### src/design/tftp_data_block_receiver_core_macros.svh
// assertion helpers for the core top level, the only file that asserts
`ifndef TFTP_DATA_BLOCK_RECEIVER_CORE_MACROS_SVH
`define TFTP_DATA_BLOCK_RECEIVER_CORE_MACROS_SVH

// same-cycle implication, disabled in reset
`define TDBR_ASSERT_IMP(label, clk, rst, ante, cons, msg) \
  label: assert property (@(posedge clk) disable iff (rst) (ante) |-> (cons)) \
    else $error(msg);

// next-cycle implication, disabled in reset
`define TDBR_ASSERT_NEXT(label, clk, rst, ante, cons, msg) \
  label: assert property (@(posedge clk) disable iff (rst) (ante) |=> (cons)) \
    else $error(msg);

`endif

### src/design/tdbr_pkg.sv
package tdbr_pkg;

  localparam logic [15:0] OPCODE_DATA     = 16'd3;
  localparam logic [2:0]  HDR_BYTES       = 3'd4;
  localparam logic [2:0]  HDR_LAST        = 3'd3;
  localparam logic [31:0] LOAD_BASE_RESET = 32'h3100_0000;
  localparam int          QUEUE_DEPTH     = 4;

  typedef enum logic {
    KIND_WRITE = 1'b0,
    KIND_ACK   = 1'b1
  } result_kind_t;

  // one queued work item: an optional payload write and an optional ack
  typedef struct packed {
    logic        has_write;
    logic        has_ack;
    logic [31:0] offset;
    logic [7:0]  data;
    logic [15:0] block;
    logic [15:0] port;
    logic        done;
  } work_t;

endpackage

### src/design/tdbr_channels.sv
interface tdbr_byte_if;
  logic        valid;
  logic        ready;
  logic [7:0]  payload_byte;
  logic        packet_end;
  logic [15:0] peer_port;

  modport source (output valid, payload_byte, packet_end, peer_port, input ready);
  modport sink (input valid, payload_byte, packet_end, peer_port, output ready);
endinterface

interface tdbr_result_if;
  logic        valid;
  logic        ready;
  logic        result_kind;
  logic [31:0] write_address;
  logic [7:0]  write_data;
  logic [15:0] ack_block;
  logic [15:0] ack_port;
  logic        transfer_done;
  logic        last_of_run;

  modport source (
    output valid, result_kind, write_address, write_data, ack_block, ack_port,
           transfer_done, last_of_run,
    input  ready
  );
  modport sink (
    input  valid, result_kind, write_address, write_data, ack_block, ack_port,
           transfer_done, last_of_run,
    output ready
  );
endinterface

### src/design/tftp_data_block_receiver_core.sv
// path: a byte transfer is pushed into the work queue, then loaded into the output register
// throughput: one byte per cycle while the work queue has room; a byte that both writes and acks
//   needs two output transfers, absorbed by the four-entry work queue between parser and result stage
// reset: parser state cleared, expected block 1, load base 0x31000000, queue and
//   output register empty
`include "tftp_data_block_receiver_core_macros.svh"

module tftp_data_block_receiver_core
  import tdbr_pkg::*;
#(
  parameter int BLOCK_BYTES = 512
) (
  input  logic          clk,
  input  logic          rst,
  input  logic          cfg_write_en,
  input  logic [31:0]   cfg_write_data,
  tdbr_byte_if.sink     rx,
  tdbr_result_if.source results
);

  logic [31:0] load_base;
  work_t       push_item, head;
  logic        push, push_ready, head_valid, pop;

  always_ff @(posedge clk) begin
    if (rst) begin
      load_base <= LOAD_BASE_RESET;
    end else if (cfg_write_en) begin
      load_base <= cfg_write_data;
    end
  end

  tdbr_front #(
    .BLOCK_BYTES(BLOCK_BYTES)
  ) u_front (
    .clk       (clk),
    .rst       (rst),
    .rx        (rx),
    .work      (push_item),
    .work_valid(push),
    .work_ready(push_ready)
  );

  tdbr_queue u_queue (
    .clk       (clk),
    .rst       (rst),
    .push_item (push_item),
    .push      (push),
    .push_ready(push_ready),
    .head      (head),
    .head_valid(head_valid),
    .pop       (pop)
  );

  tdbr_back u_back (
    .clk       (clk),
    .rst       (rst),
    .load_base (load_base),
    .head      (head),
    .head_valid(head_valid),
    .pop       (pop),
    .results   (results)
  );

  `TDBR_ASSERT_IMP(a_ack_ends_run, clk, rst, results.valid && results.result_kind == KIND_ACK, results.last_of_run, "ack result not marked last")
  `TDBR_ASSERT_NEXT(a_write_then_ack, clk, rst, results.valid && results.ready && results.result_kind == KIND_WRITE && !results.last_of_run, results.valid && results.result_kind == KIND_ACK, "write not followed by its ack")
  `TDBR_ASSERT_IMP(a_write_clean, clk, rst, results.valid && results.result_kind == KIND_WRITE, results.ack_block == 16'd0 && results.ack_port == 16'd0 && !results.transfer_done, "write result carries ack fields")

endmodule

### src/design/tdbr_front.sv
module tdbr_front
  import tdbr_pkg::*;
#(
  parameter int BLOCK_BYTES = 512
) (
  input  logic       clk,
  input  logic       rst,
  tdbr_byte_if.sink  rx,
  output work_t      work,
  output logic       work_valid,
  input  logic       work_ready
);

  localparam int CW = $clog2(BLOCK_BYTES + 1);
  localparam logic [CW-1:0] BLOCK_LIMIT = CW'(BLOCK_BYTES);
  localparam logic [31:0]   BLOCK_MUL   = 32'(BLOCK_BYTES);

  logic [2:0]    header_index, header_index_next;
  logic [15:0]   opcode_seen, opcode_seen_next;
  logic [15:0]   block_seen, block_seen_next;
  logic [15:0]   expected_block, expected_block_next;
  logic [CW-1:0] payload_count, payload_count_next;
  logic [31:0]   block_offset;
  logic [15:0]   block_minus_one;

  logic accept, in_header, has_write, has_ack, done;

  assign accept   = rx.valid && rx.ready;
  assign rx.ready = work_ready;
  assign in_header = header_index < HDR_BYTES;

  always_comb begin
    header_index_next = header_index;
    opcode_seen_next  = opcode_seen;
    block_seen_next   = block_seen;
    if (in_header) begin
      header_index_next = header_index + 3'd1;
      if (header_index < 3'd2) begin
        opcode_seen_next = {opcode_seen[7:0], rx.payload_byte};
      end else begin
        block_seen_next = {block_seen[7:0], rx.payload_byte};
      end
    end
    has_write = !in_header && opcode_seen == OPCODE_DATA && block_seen == expected_block
                && payload_count < BLOCK_LIMIT;
    payload_count_next = payload_count + CW'(has_write);
    has_ack = rx.packet_end && header_index_next == HDR_BYTES
              && opcode_seen_next == OPCODE_DATA && block_seen_next == expected_block;
    done = payload_count_next < BLOCK_LIMIT;
    expected_block_next = expected_block;
    if (has_ack) begin
      expected_block_next = done ? 16'd1 : expected_block + 16'd1;
    end
  end

  assign block_minus_one = block_seen_next - 16'd1;

  always_ff @(posedge clk) begin
    if (rst) begin
      header_index   <= '0;
      opcode_seen    <= '0;
      block_seen     <= '0;
      expected_block <= 16'd1;
      payload_count  <= '0;
    end else if (accept) begin
      expected_block <= expected_block_next;
      if (rx.packet_end) begin
        header_index  <= '0;
        opcode_seen   <= '0;
        block_seen    <= '0;
        payload_count <= '0;
      end else begin
        header_index  <= header_index_next;
        opcode_seen   <= opcode_seen_next;
        block_seen    <= block_seen_next;
        payload_count <= payload_count_next;
      end
    end
  end

  // block start offset, ready before the first payload byte
  always_ff @(posedge clk) begin
    if (accept && header_index == HDR_LAST) begin
      block_offset <= 32'(block_minus_one) * BLOCK_MUL;
    end
  end

  always_comb begin
    work_valid     = accept && (has_write || has_ack);
    work.has_write = has_write;
    work.has_ack   = has_ack;
    work.offset    = block_offset + 32'(payload_count);
    work.data      = rx.payload_byte;
    work.block     = block_seen_next;
    work.port      = rx.peer_port;
    work.done      = done;
  end

endmodule

### src/design/tdbr_queue.sv
module tdbr_queue
  import tdbr_pkg::*;
(
  input  logic  clk,
  input  logic  rst,
  input  work_t push_item,
  input  logic  push,
  output logic  push_ready,
  output work_t head,
  output logic  head_valid,
  input  logic  pop
);

  localparam int PW = $clog2(QUEUE_DEPTH);
  localparam int NW = $clog2(QUEUE_DEPTH + 1);
  localparam logic [NW-1:0] FULL_COUNT = NW'(QUEUE_DEPTH);

  work_t         slots [QUEUE_DEPTH];
  logic [PW-1:0] wr_ptr, rd_ptr;
  logic [NW-1:0] count;
  logic          do_push, do_pop;

  assign push_ready = count != FULL_COUNT;
  assign head_valid = count != '0;
  assign head       = slots[rd_ptr];
  assign do_push    = push && push_ready;
  assign do_pop     = pop && head_valid;

  always_ff @(posedge clk) begin
    if (rst) begin
      wr_ptr <= '0;
      rd_ptr <= '0;
      count  <= '0;
    end else begin
      if (do_push) begin
        wr_ptr <= wr_ptr + PW'(1);
      end
      if (do_pop) begin
        rd_ptr <= rd_ptr + PW'(1);
      end
      count <= count + NW'(do_push) - NW'(do_pop);
    end
  end

  always_ff @(posedge clk) begin
    if (do_push) begin
      slots[wr_ptr] <= push_item;
    end
  end

endmodule

### src/design/tdbr_back.sv
module tdbr_back
  import tdbr_pkg::*;
(
  input  logic          clk,
  input  logic          rst,
  input  logic [31:0]   load_base,
  input  work_t         head,
  input  logic          head_valid,
  output logic          pop,
  tdbr_result_if.source results
);

  logic phase;
  logic load, emit_write;

  assign load       = !results.valid || results.ready;
  assign emit_write = head.has_write && !phase;
  // a write followed by an ack stays at the head for a second transfer
  assign pop        = load && head_valid && !(emit_write && head.has_ack);

  always_ff @(posedge clk) begin
    if (rst) begin
      results.valid <= 1'b0;
      phase         <= 1'b0;
    end else if (load) begin
      results.valid <= head_valid;
      if (head_valid) begin
        phase <= emit_write && head.has_ack;
      end
    end
  end

  always_ff @(posedge clk) begin
    if (load && head_valid) begin
      if (emit_write) begin
        results.result_kind   <= KIND_WRITE;
        results.write_address <= load_base + head.offset;
        results.write_data    <= head.data;
        results.ack_block     <= '0;
        results.ack_port      <= '0;
        results.transfer_done <= 1'b0;
        results.last_of_run   <= !head.has_ack;
      end else begin
        results.result_kind   <= KIND_ACK;
        results.write_address <= '0;
        results.write_data    <= '0;
        results.ack_block     <= head.block;
        results.ack_port      <= head.port;
        results.transfer_done <= head.done;
        results.last_of_run   <= 1'b1;
      end
    end
  end

endmodule

### src/flat_wrapper.sv
// flat-port wrapper written by rule: the top's interface ports become plain ports
module tftp_data_block_receiver_core_flat import tdbr_pkg::*;
#(
  parameter int BLOCK_BYTES = 512
)
  (clk, rst, cfg_write_en, cfg_write_data, rx_valid, rx_payload_byte, rx_packet_end, rx_peer_port, rx_ready, results_valid, results_result_kind, results_write_address, results_write_data, results_ack_block, results_ack_port, results_transfer_done, results_last_of_run, results_ready);
  tdbr_byte_if rx_i ();
  tdbr_result_if results_i ();
  input  logic clk;
  input  logic rst;
  input  logic cfg_write_en;
  input  logic [31:0] cfg_write_data;
  input wire logic [$bits(rx_i.valid)-1:0] rx_valid;
  input wire logic [$bits(rx_i.payload_byte)-1:0] rx_payload_byte;
  input wire logic [$bits(rx_i.packet_end)-1:0] rx_packet_end;
  input wire logic [$bits(rx_i.peer_port)-1:0] rx_peer_port;
  output wire logic [$bits(rx_i.ready)-1:0] rx_ready;
  output wire logic [$bits(results_i.valid)-1:0] results_valid;
  output wire logic [$bits(results_i.result_kind)-1:0] results_result_kind;
  output wire logic [$bits(results_i.write_address)-1:0] results_write_address;
  output wire logic [$bits(results_i.write_data)-1:0] results_write_data;
  output wire logic [$bits(results_i.ack_block)-1:0] results_ack_block;
  output wire logic [$bits(results_i.ack_port)-1:0] results_ack_port;
  output wire logic [$bits(results_i.transfer_done)-1:0] results_transfer_done;
  output wire logic [$bits(results_i.last_of_run)-1:0] results_last_of_run;
  input wire logic [$bits(results_i.ready)-1:0] results_ready;
  assign rx_i.valid = rx_valid;
  assign rx_i.payload_byte = rx_payload_byte;
  assign rx_i.packet_end = rx_packet_end;
  assign rx_i.peer_port = rx_peer_port;
  assign rx_ready = rx_i.ready;
  assign results_valid = results_i.valid;
  assign results_result_kind = results_i.result_kind;
  assign results_write_address = results_i.write_address;
  assign results_write_data = results_i.write_data;
  assign results_ack_block = results_i.ack_block;
  assign results_ack_port = results_i.ack_port;
  assign results_transfer_done = results_i.transfer_done;
  assign results_last_of_run = results_i.last_of_run;
  assign results_i.ready = results_ready;
  tftp_data_block_receiver_core #(.BLOCK_BYTES(BLOCK_BYTES)) u_core (.clk(clk), .rst(rst), .cfg_write_en(cfg_write_en), .cfg_write_data(cfg_write_data), .rx(rx_i), .results(results_i));
endmodule
### config.mk
export PLATFORM = sky130hd
export DESIGN_NAME = tftp_data_block_receiver_core_flat
export DESIGN_NICKNAME = d
export VERILOG_FILES = /design/src/design/tdbr_pkg.sv /design/src/design/tdbr_channels.sv /design/src/design/tftp_data_block_receiver_core.sv /design/src/design/tdbr_front.sv /design/src/design/tdbr_queue.sv /design/src/design/tdbr_back.sv /design/src/flat_wrapper.sv
export VERILOG_INCLUDE_DIRS = /design/src /design/src/design
export SDC_FILE = /design/constraint.sdc
export NUM_CORES = 1
export LEC_CHECK = 0
export BUFFER_PORTS_ARGS = -buffer_cell sky130_fd_sc_hd__clkbuf_2
export CORE_ASPECT_RATIO = 0.9
export CORE_MARGIN = 5
export CORE_UTILIZATION = 29
export DETAILED_ROUTE_END_ITERATION = 16
export GPL_ROUTABILITY_DRIVEN = 0
export GPL_TIMING_DRIVEN = 0
export RECOVER_POWER = 100
export SLEW_MARGIN = 20
export SYNTH_ARGS = -nofsm -noshare
export SYNTH_HDL_FRONTEND = slang
export SYNTH_SLANG_ARGS = --single-unit
### constraint.sdc
create_clock -name clk -period 5.25 [get_ports clk]
set_clock_uncertainty 0.15 [all_clocks]
set_input_delay 0.525 -clock clk [delete_from_list [all_inputs] [get_ports clk]]
set_output_delay 0.525 -clock clk [all_outputs]
set_load 0.02 [all_outputs]
; ---- Word level (Yosys, flattened, before mapping)
; Memory sizes are Yosys's and may differ from the RTL's. A register that Yosys moved wholly into a read port is not among the register bits.
; Index checks and enable logic that the tools add are counted.
[classes]
n_addsub = 10
magnitude_cmp = 4
n_eq_ne = 7
mux = 15
n_reduce_logical = 25
[ops]
columns = cell, n
row1 = 16-bit two-way mux, 7
row2 = 32-bit adder, 1
row3 = 16-bit equality test, 2
row4 = "16-bit by 2-bit equality test with 1-bit output, second input constant", 2
row5 = 25-bit by 10-bit adder with 26-bit output, 1
row6 = "10-bit less-than comparator, second input constant", 2
row7 = "16-bit by 1-bit adder with 16-bit output, second input constant", 1
row8 = "16-bit by 1-bit subtractor with 16-bit output, second input constant", 1
row9 = 1-bit logical AND, 15
row10 = 10-bit by 1-bit adder with 10-bit output, 1
row11 = 10-bit two-way mux, 1
row12 = 3-bit two-way mux, 2
row13 = 1-bit zero test, 5
row14 = "2-bit by 1-bit adder with 2-bit output, second input constant", 2
row15 = 2-bit two-way mux, 2
row16 = 2-bit AND reduction, 2
row17 = 3-bit by 1-bit adder with 3-bit output, 1
row18 = "3-bit by 1-bit adder with 3-bit output, second input constant", 1
row19 = "3-bit by 2-bit equality test with 1-bit output, second input constant", 1
row20 = "3-bit equality test, second input constant", 1
row21 = "3-bit by 2-bit less-than comparator with 1-bit output, second input constant", 1
row22 = "3-bit less-than comparator, second input constant", 1
row23 = 1-bit two-way mux, 3
row24 = "3-bit != test, second input constant", 1
row25 = 3 further kinds, 4
[word_totals]
regBits = 193
mem_bits_rw = 276
inputBits = 62
out_inout_bits = 77
elab_cells = 81
n_memories = 1
[mem_list]
columns = memory, depth, width, read_ports, rd_ports_with_merged_regs, write_ports, line_no
row1 = u_core.u_queue.slots, 4, 69, 1, 1, 1, tdbr_queue.sv:18  ; work_t slots [QUEUE_DEPTH];

; ---- Logic depth before layout (Yosys ltp)
; Gate-level depths: netlist (run 1).
[depth]
depth_word = 11
ltp_mapped = 16
mapped_depth_nobuf = 14

; ---- Hierarchy
; From an unflattened synthesis (run 1), not the netlist that was laid out.
[hier_totals]
hier_cells = 1532
area_unflattened_um2 = 21828.4
[modules_own_cells]
columns = module, instances, cells_each, area_per_inst_um2, seq_area_each_um2
row1 = tdbr_queue, 1, 440, 11287.1, 9188.8
row2 = tdbr_front, 1, 584, 4885.9, 1701.6
row3 = tdbr_back, 1, 405, 4486.8, 2292.2
row4 = tftp_data_block_receiver_core, 1, 103, 1168.6, 640.6

; ---- Worst setup path after synthesis (run 1)
; Ideal clock, no wire load.
[synth_timing]
kind = input to register
from = in results_ready
to = reg u_core.u_queue.count[1]
setup_ns = 0.127
arrival_ns = 5.463
t_required_ns = 4.973
slack_ns = -0.490
stages = 8
n_path_buf = 0
cell_sequence = nand2b_1 > nor2b_1 > nor2b_1 > ha_1 > inv_1 > ha_1 > fa_1 > nor2b_1
[synth_between]
elab_chain_cells = 5
[synth_lines]
columns = element, line_no
row1 = from (decl), flat_wrapper.sv:26  ; input wire logic [$bits(results_i.ready)-1:0] results_ready;
row2 = 1-bit logical OR, tdbr_back.sv:16  ; assign load = !results.valid || results.ready;
row3 = 1-bit logical AND (2 in series), tdbr_back.sv:19  ; assign pop = load && head_valid && !(emit_write && head.has_ack);
row4 = 1-bit logical AND, tdbr_queue.sv:27  ; assign do_pop = pop && head_valid;
row5 = named net u_core.u_queue.do_pop, tdbr_queue.sv:21  ; logic do_push, do_pop;
row6 = 3-bit by 1-bit subtractor with 3-bit output, tdbr_queue.sv:41  ; count <= count + NW'(do_push) - NW'(do_pop);
row7 = to (signal assigned), tdbr_queue.sv:41
row8 = to (decl), tdbr_queue.sv:20  ; logic [NW-1:0] count;
; The timed path passes the listed nets, and every way through them passes these cells.
; A chain may end at the register's enable or synchronous reset.

==> results.ini, run 1 <==
[cts]
cts.sinks = 471
insertion_delay_ps = 590
numCtsBuffers = 49
cts_setup_buffers = 0
path_clk_slew_ps = 60
root_buffer = clkbuf_16
h-tree-depth = 2
cts_tree = done
cts.path.max_buffers = 3

[global_route]
antenna_found_initial = 7
grt-ovfl-total = 0
grt_pass1_vias = 12700
grt_pass1_wl_mm = 73.9
grt_max_degree = 38
grt_use_total_pct = 12.7

[sta]
period_share_pct = 95.2
holdWs_ps = 37.3
hold_viol_final = 0
fmax_mhz = 200
tightestPinTransition_ps = 2060
min_period_ps = 5000
setup_viol = 0
rsz0062_at_grt = false
slew_headroom_pct = -37.6
drv_slew = 48
setup_ws_ps = 251

[route]
drt_iter0_markers = 938
wirelength_mm = 47.7
post_drt_wl_per_cell_um = 18.4
drc_errors = 0
num_vias = 12200
drt-pass1-iter-count = 5
viasPerCell = 4.69
ant_nets = 0

[final_layout]
nNetsFinal = 1718
final_util_pct = 34.5
drive_gt1_share_pct = 12.1
fin_area_sq_mm = 0.0236
area_growth_pct = 18.0

[die]
rows = 91
die_area_sq_mm = 0.0745
die_h_um = 259
io_pins = 139
core_sq_mm = 0.0685
start_util_pct = 29.2
die_w_um = 287

[run]
max_cap_viol_count = 2

[pwr]
ir_drop_v = 0.000258
power_uw = 10900
power.density_mw_per_mm2 = 462
p_leak_uw = 0.00817

[outcome]
status = finished with violations
violations = capacitance limit, slew limit

[synthesis]
yosysTopAreaCell = edfxtp_1
synth_ff_type = edfxtp_1
ys_types = 71
avgSynthCellArea_sq_um = 14.4
syn-instance-count = 1396
synth_edf_count = 367
synth_top_cell_area_share_pct = 55.0
synth_nets = 1499
yosysWarnings = 0
syn_area_sq_mm = 0.0200
synthTopCellsByArea = edfxtp_1 55%, dfxtp_1 10%, mux4_2 7.6%
synth-seq-cells = 471
async_flop_share_pct = 0
yosysSeqAreaShare_pct = 65.4

[setup_path]
r2r_cells = 11
required_ps = 5580
crit_path_start = u_core.u_front.opcode_seen[6]$_SDFFE_PP0P_
endpoint_kind = flip-flop
path_class = reg2reg
ff2ff_setup_slack_ps = 250
crit_path_end = u_core.u_front.expected_block[13]$_SDFFE_PP0P_
path_max_fanout = 12
cp.arrival_ps = 5330
rr_startpoint = u_core.u_front.opcode_seen[6]$_SDFFE_PP0P_
reg2reg_to = u_core.u_front.expected_block[13]$_SDFFE_PP0P_
start_kind = flip-flop

[placed_design]
dp_hpwl_mm = 33.6
port-buffer-count = 136
dp_slack_ps = -581
place_area_sq_mm = 0.0221

[worst_hold_path]
min_path_type = in2reg
worstHoldStart = cfg_write_data[2]

-- placed cells by master, fill, tap and decap left out, drive strengths merged, types with 5 or more instances in the layout --
cell type / n
clkinv: 23
o21ai: 35
ha: 39
mux2i: 48
a21o: 14
nand4: 13
buf: 10
or4: 6
nand3b: 6
xor2: 31
dfxtp: 104
nand2: 45
a22oi: 18
dlygate4sd3: 25
nand3: 24
clkbuf: 253
nand2b: 11
nor2: 139
inv: 48
bufinv: 5
a21oi: 52
nor4: 9
edfxtp: 367
nor2b: 22
and3: 16
o211ai: 5
mux4: 68
o21a: 10
xnor2: 56
a211oi: 10
and2: 52
nor3: 35
-- cells in the mapped netlist (4+ instances only) --
cell      instances
a211oi_1         10
a21o_1           14
a21oi_1          52
a22oi_1          18
and2_1           52
and3_1           16
buf_1            11
buf_6             4
clkbuf_1         44
dfxtp_1         104
edfxtp_1        367
ha_1             39
inv_1            45
mux2i_1          45
mux4_2           68
nand2_1          45
nand2b_1         11
nand3_1          23
nand3b_1          6
nand4_1          13
nor2_1          139
nor2b_1          21
nor3_1           35
nor4_1            8
o211ai_1          5
o21a_1           10
o21ai_0          32
or4_1             6
xnor2_1          56
xor2_1           31
-- worst min path at each step --
stage | endpoint | slack [ps] | cells after the start
2_1_floorplan | u_core.u_front.opcode_seen[13]$_SDFFE_PP0P_ | 310 | 2
3_3_place_gp | u_core.u_front.opcode_seen[12]$_SDFFE_PP0P_ | 330 | 2
3_5_place_dp | u_core.u_front.opcode_seen[12]$_SDFFE_PP0P_ | 340 | 2
4_1_cts | u_core.load_base[19]$_SDFFE_PP0P_ | 2 | 3
5_1_grt | u_core.load_base[2]$_SDFFE_PP0P_ | 30 | 3
6_report | u_core.load_base[2]$_SDFFE_PP0P_ | 40 | 3
-- per-stage QoR --
stage	setup TNS, ps	std cells
5_1_grt	0	2587
3_3_place_gp	-327070	2462
3_5_place_dp	-5900	2470
2_1_floorplan	0	1396
6_report	0	2589
4_1_cts	0	2585
-- where the power goes --
part | switching (uW) | internal [uW] | leakage (uW)
Clock | 1450 | 2030 | 0.000798
Sequential | 153 | 4550 | 0.00422
Combinational | 1780 | 960 | 0.00315
-- critical path: stages, from the launching register on --
cell	delay (ps)
dfxtp_1	340
or4_1	520
nor4_1	360
nand3_1	140
nor4_1	1020
ha_1	360
nand4_1	150
xor2_1	1120
a31o_2	280
clkbuf_2	220
or4_1	150
o21ai_1	60
-- routing by layer --
| layer | wire length [um] | up-vias | GRT usage [%] |
|---|---|---|---|
| met5 | 39 | - | 0 |
| li1 | - | 5707 | - |
| met3 | 3160 | 83 | 3.25 |
| met4 | 1420 | 6 | 4.90 |
| met1 | 19600 | 6012 | 15.5 |
| met2 | 23400 | 344 | 21.7 |
-- cells by family (layout without fill, tap and decap cells) --
kind of cell / count (synthesis) / count (layout) / synth area share (%)
other cells: 0 / 4 / 0
mux: 116 / 116 / 10.2
fa+ha+maj: 41 / 41 / 2.64
buf+inv: 107 / 366 / 2.17
simple gates: 393 / 393 / 9.92
flops: 471 / 471 / 65.4
compound gates: 181 / 181 / 5.90
xor+xnor: 87 / 87 / 3.80
-- sequential cells by signal, indices dropped and copies added (netlist names), named ones only --
| signal | count |
|---|---|
| u_core.u_front.expected_block | 16 |
| u_core.u_queue.count | 3 |
| u_core.u_back.results.write_address | 32 |
| u_core.u_back.results.write_data | 8 |
| u_core.u_queue.wr_ptr | 2 |
| u_core.load_base | 32 |
| u_core.u_back.results.ack_block | 16 |
| u_core.u_back.results.result_kind | 1 |
| u_core.u_front.payload_count | 10 |
| u_core.u_back.phase | 1 |
| u_core.u_queue.rd_ptr | 2 |
| u_core.u_back.results.transfer_done | 1 |
| u_core.u_queue.slots | 276 |
| u_core.u_back.results.ack_port | 16 |
| u_core.u_front.opcode_seen | 16 |
| u_core.u_back.results.last_of_run | 1 |
| u_core.u_front.block_offset | 16 |
| u_core.u_front.block_seen | 16 |
| u_core.u_back.results.valid | 1 |
| u_core.u_front.header_index | 3 |
-- area by class of cell --
cell class	count	area (sq um)
fillers	6664	44900
flip-flops and latches	471	13100
multi-input cells	818	6470
clock buffers	60	1310
well taps	930	1160
repair buffers	169	852
clock inverters	31	313
plain buffers	60	249
inverters	46	173
diodes	4	10.0
-- repair_timing --
action | 4_1_cts | 5_1_grt
gates resized for setup | 8 | 6
hold endpoints to repair | 73 | 0
hold buffers | 25 | 0
pin swaps | 0 | 0
endpoints found under the setup margin | 18 | 6
Note: power is estimated with default switching activity, not from simulation.
==> run 2, diff against run 1 <==
--- a/config.mk
+++ b/config.mk
@@ -7,7 +7,7 @@
 export NUM_CORES = 1
 export LEC_CHECK = 0
 export BUFFER_PORTS_ARGS = -buffer_cell sky130_fd_sc_hd__clkbuf_2
-export CORE_ASPECT_RATIO = 0.9
+export CORE_ASPECT_RATIO = 0.5
 export CORE_MARGIN = 5
 export CORE_UTILIZATION = 29
 export DETAILED_ROUTE_END_ITERATION = 16
@@ -17,4 +17,5 @@
 export SLEW_MARGIN = 20
 export SYNTH_ARGS = -nofsm -noshare
 export SYNTH_HDL_FRONTEND = slang
+export SYNTH_HIERARCHICAL = 1
 export SYNTH_SLANG_ARGS = --single-unit
==> run 2 against run 1 <==
The run still ends with capacitance limit, slew limit left. Via count increased by 7.2%. Wire length increased by 3.5%. Sequential power decreased by 10%. Clock power decreased by 2%. Sequential share of layout area decreased by 0.91 points. Non-clock buffer count increased by 35. Utilization decreased by 0.63 points. First-iteration DRC count decreased by 9.9%. Design area increased by 7.3%. Hold slack got worse by 3.3 ps. Setup slack improved by 95 ps. Largest power group unchanged.
==> results.ini, run 2 <==
[synthesis]
synth_top_cell_area_share_pct = 53.8  ; -1.2 points
yosysWarnings = 6  ; +6
synth_edf_count = 391  ; +6.5%
avgSynthCellArea_sq_um = 14.2  ; -0.72%
async_flop_share_pct = 0  ; unchanged
yosysTopAreaCell = edfxtp_1
yosysSeqAreaShare_pct = 63.3  ; -2.1 points
ys_types = 83  ; +17%
syn-instance-count = 1532  ; +9.7%
synth_common_cells = 391 x edfxtp_1, 131 x nor2_1, 104 x dfxtp_1
yosysMostFrequentCell = edfxtp_1
syn_area_sq_mm = 0.0218  ; +8.9%
synth-seq-cells = 495  ; +5.1%
synthTopCellsByArea = edfxtp_1 54%, dfxtp_1 9.5%, mux4_2 7.7%
synth_ff_type = edfxtp_1

[die]
core_sq_mm = 0.0749  ; +9.3%
start_util_pct = 29.1  ; -0.082 points
rows = 71  ; -22%
die_area_sq_mm = 0.0812  ; +9.1%
die_h_um = 204  ; -21%
io_pins = 139  ; unchanged
die_w_um = 398  ; +39%

[route]
drt_iter0_markers = 845  ; -9.9%
num_vias = 13000  ; +7.2%
post_drt_wl_per_cell_um = 17.6  ; -4.6%
drt-pass1-iter-count = 6  ; +1
viasPerCell = 4.64  ; -1.2%
ant_nets = 0  ; unchanged
wirelength_mm = 49.3  ; +3.5%
drc_errors = 0  ; unchanged

[cts]
path_clk_slew_ps = 60  ; about the same
cts.sinks = 495  ; +5.1%
cts_tree = done
numCtsBuffers = 53  ; +8.2%
insertion_delay_ps = 600  ; about the same
cts.path.max_buffers = 3  ; unchanged
h-tree-depth = 2  ; unchanged
cts_setup_buffers = 0  ; unchanged
root_buffer = clkbuf_16

[pwr]
ir_drop_v = 0.000204  ; -21%
power.density_mw_per_mm2 = 312  ; -32%
p_leak_uw = 0.00853  ; +4.5%

[global_route]
antenna_found_initial = 1  ; -6
grt_pass1_vias = 13200  ; +4.2%
grt_max_degree = 44  ; +16%
grt_use_total_pct = 11.9  ; -0.84 points
grt-ovfl-total = 0  ; unchanged
grt_pass1_wl_mm = 75.6  ; +2.3%

[setup_path]
path_cells = clkbuf_1 > mux4_2 > nor2b_1 > clkbuf_1 > clkbuf_1 > a21oi_1 > o31a_1 > ha_1 > inv_1 > ha_1 > inv_1 > fa_1 > xor2_1 > and2_0 > nor3_1
required_ps = 5610  ; +30 ps
critPathMaxStageDelay_ps = 870  ; -250 ps
cp.arrival_ps = 5260  ; -70 ps
path_class = reg2reg
endpoint_kind = flip-flop
crit_top_cell = clkbuf_1
path_max_fanout = 10  ; -2
crit_family = buffers and inverters
crit_slowest_cell = clkbuf_1
start_kind = flip-flop
path_buf_inv = 5  ; +4

[final_layout]
layout_common_cells = 391 x edfxtp_1, 193 x clkbuf_1, 131 x nor2_1, 104 x dfxtp_1, 75 x mux4_2
fillers = 7315  ; +9.8%
nNetsFinal = 1849  ; +7.6%
area_growth_pct = 16.2
final_common_cell = edfxtp_1
top_register = u_core/u_queue/slots
drive_gt1_share_pct = 13.3  ; +1.2 points
reg.largest.list = u_core/u_queue/slots: 300 flops, u_core/load_base: 32 flops, u_core/u_back/results.write_address: 32 flops
layout.cells.non_filler = 2808  ; +8.5%
largest_reg_flops = 300  ; +8.7%

[placed_design]
dp_hpwl_mm = 34.4  ; +2.3%
port-buffer-count = 120  ; -12%
dp_slack_ps = 173  ; +754 ps
dpl.cell_count = 2684  ; +8.7%

[sta]
tightestPinTransition_ps = 1660  ; -400 ps
setup_viol = 0  ; unchanged
slew_headroom_pct = -11.2  ; +26 points
hold_viol_final = 0  ; unchanged
rsz0062_at_grt = false
fin_tns_setup_ps = 0  ; unchanged
fmax_mhz = 204  ; +1.9%
drv_slew = 36  ; -25%
setup_ws_ps = 346  ; +94.6 ps
period_share_pct = 93.4  ; -1.8 points
min_period_ps = 4900  ; -94.6 ps

[run]
max_cap_viol_count = 1  ; -1

[worst_hold_path]
min_path_type = in2reg
worstHoldStart = cfg_write_data[23]

[outcome]
status = finished with violations
violations = capacitance limit, slew limit

-- run 2: per-layer routing --
layer / GRT usage [%] / part of all wire [%]
met5: 0 / 0
met4: 4.36 / 3.0
met3: 1.30 / 3.7
met2: 21.1 / 51
met1: 15.0 / 43
-- run 2: final cells by class --
cell class                 instances  area (sq um)  share of cell area (%)
multi-input combinational        889          7080                    27.9
antenna                            1          2.50                 0.00987
inverter                          38           144                   0.567
timing repair buffer             149           847                    3.34
clock inverter                    19           109                   0.429
tap                             1022          1280                    5.04
sequential                       495         13800                    54.5
buffer                           115           602                    2.37
clock buffer                      80          1480                    5.83
-- run 2: timing repair --
item | in CTS | in global routing
resized for setup | 0 | 1
hold endpoints to repair | 72 | 0
endpoints found under the setup margin | 0 | 11
hold buffers | 24 | 0
-- run 2: final timing paths --
path	end	slack, ps	cells after the start
max	u_core/u_queue/count[2]$_SDFF_PP0_	350	15
min	u_core/load_base[23]$_SDFFE_PP0P_	30	3
max reg2reg	u_core/u_queue/count[2]$_SDFF_PP0_	350	15
min reg2reg	u_core/u_front/payload_count[0]$_SDFFE_PP0P_	340	2
-- run 2: kinds of logic after synthesis --
family / after synthesis / synth area share [%]
flip-flops: 495 / 63.3
buffers and inverters: 153 / 4.16
AO/OA/AOI/OAI: 203 / 6.73
XOR/XNOR: 76 / 3.05
adder cells (fa/ha/maj): 46 / 2.71
multiplexers: 120 / 9.84
other: 1 / 0.0172
AND/OR/NAND/NOR: 438 / 10.2
-- run 2: worst min-delay path, cell delays in order --
cell and delay [ps]:
clkbuf_2 70, mux2i_1 60, nor2_1 80
-- run 2: power by group --
part           leakage (uW)  total [uW]  internal, uW  switching (uW)
registers           0.00432        4230          4210            15.0
logic               0.00346         280           116             164
clock network      0.000762        3420          1940            1470
total               0.00853        7920          6270            1650
-- run 2: metrics by stage --
stage / cell area [sq um] / utilization [%] / hold slack [ps] / total power (uW)
floorplan: 21800 / - / 300 / 4500
global placement: 23700 / 31.7 / 330 / 4580
CTS: 25700 / 34.3 / 0.0848 / 8030
global route: 25400 / 33.9 / 17.7 / 8220
finish: 25400 / 33.9 / 34.0 / 7920
detailed placement: 23900 / 31.9 / 339 / 4580
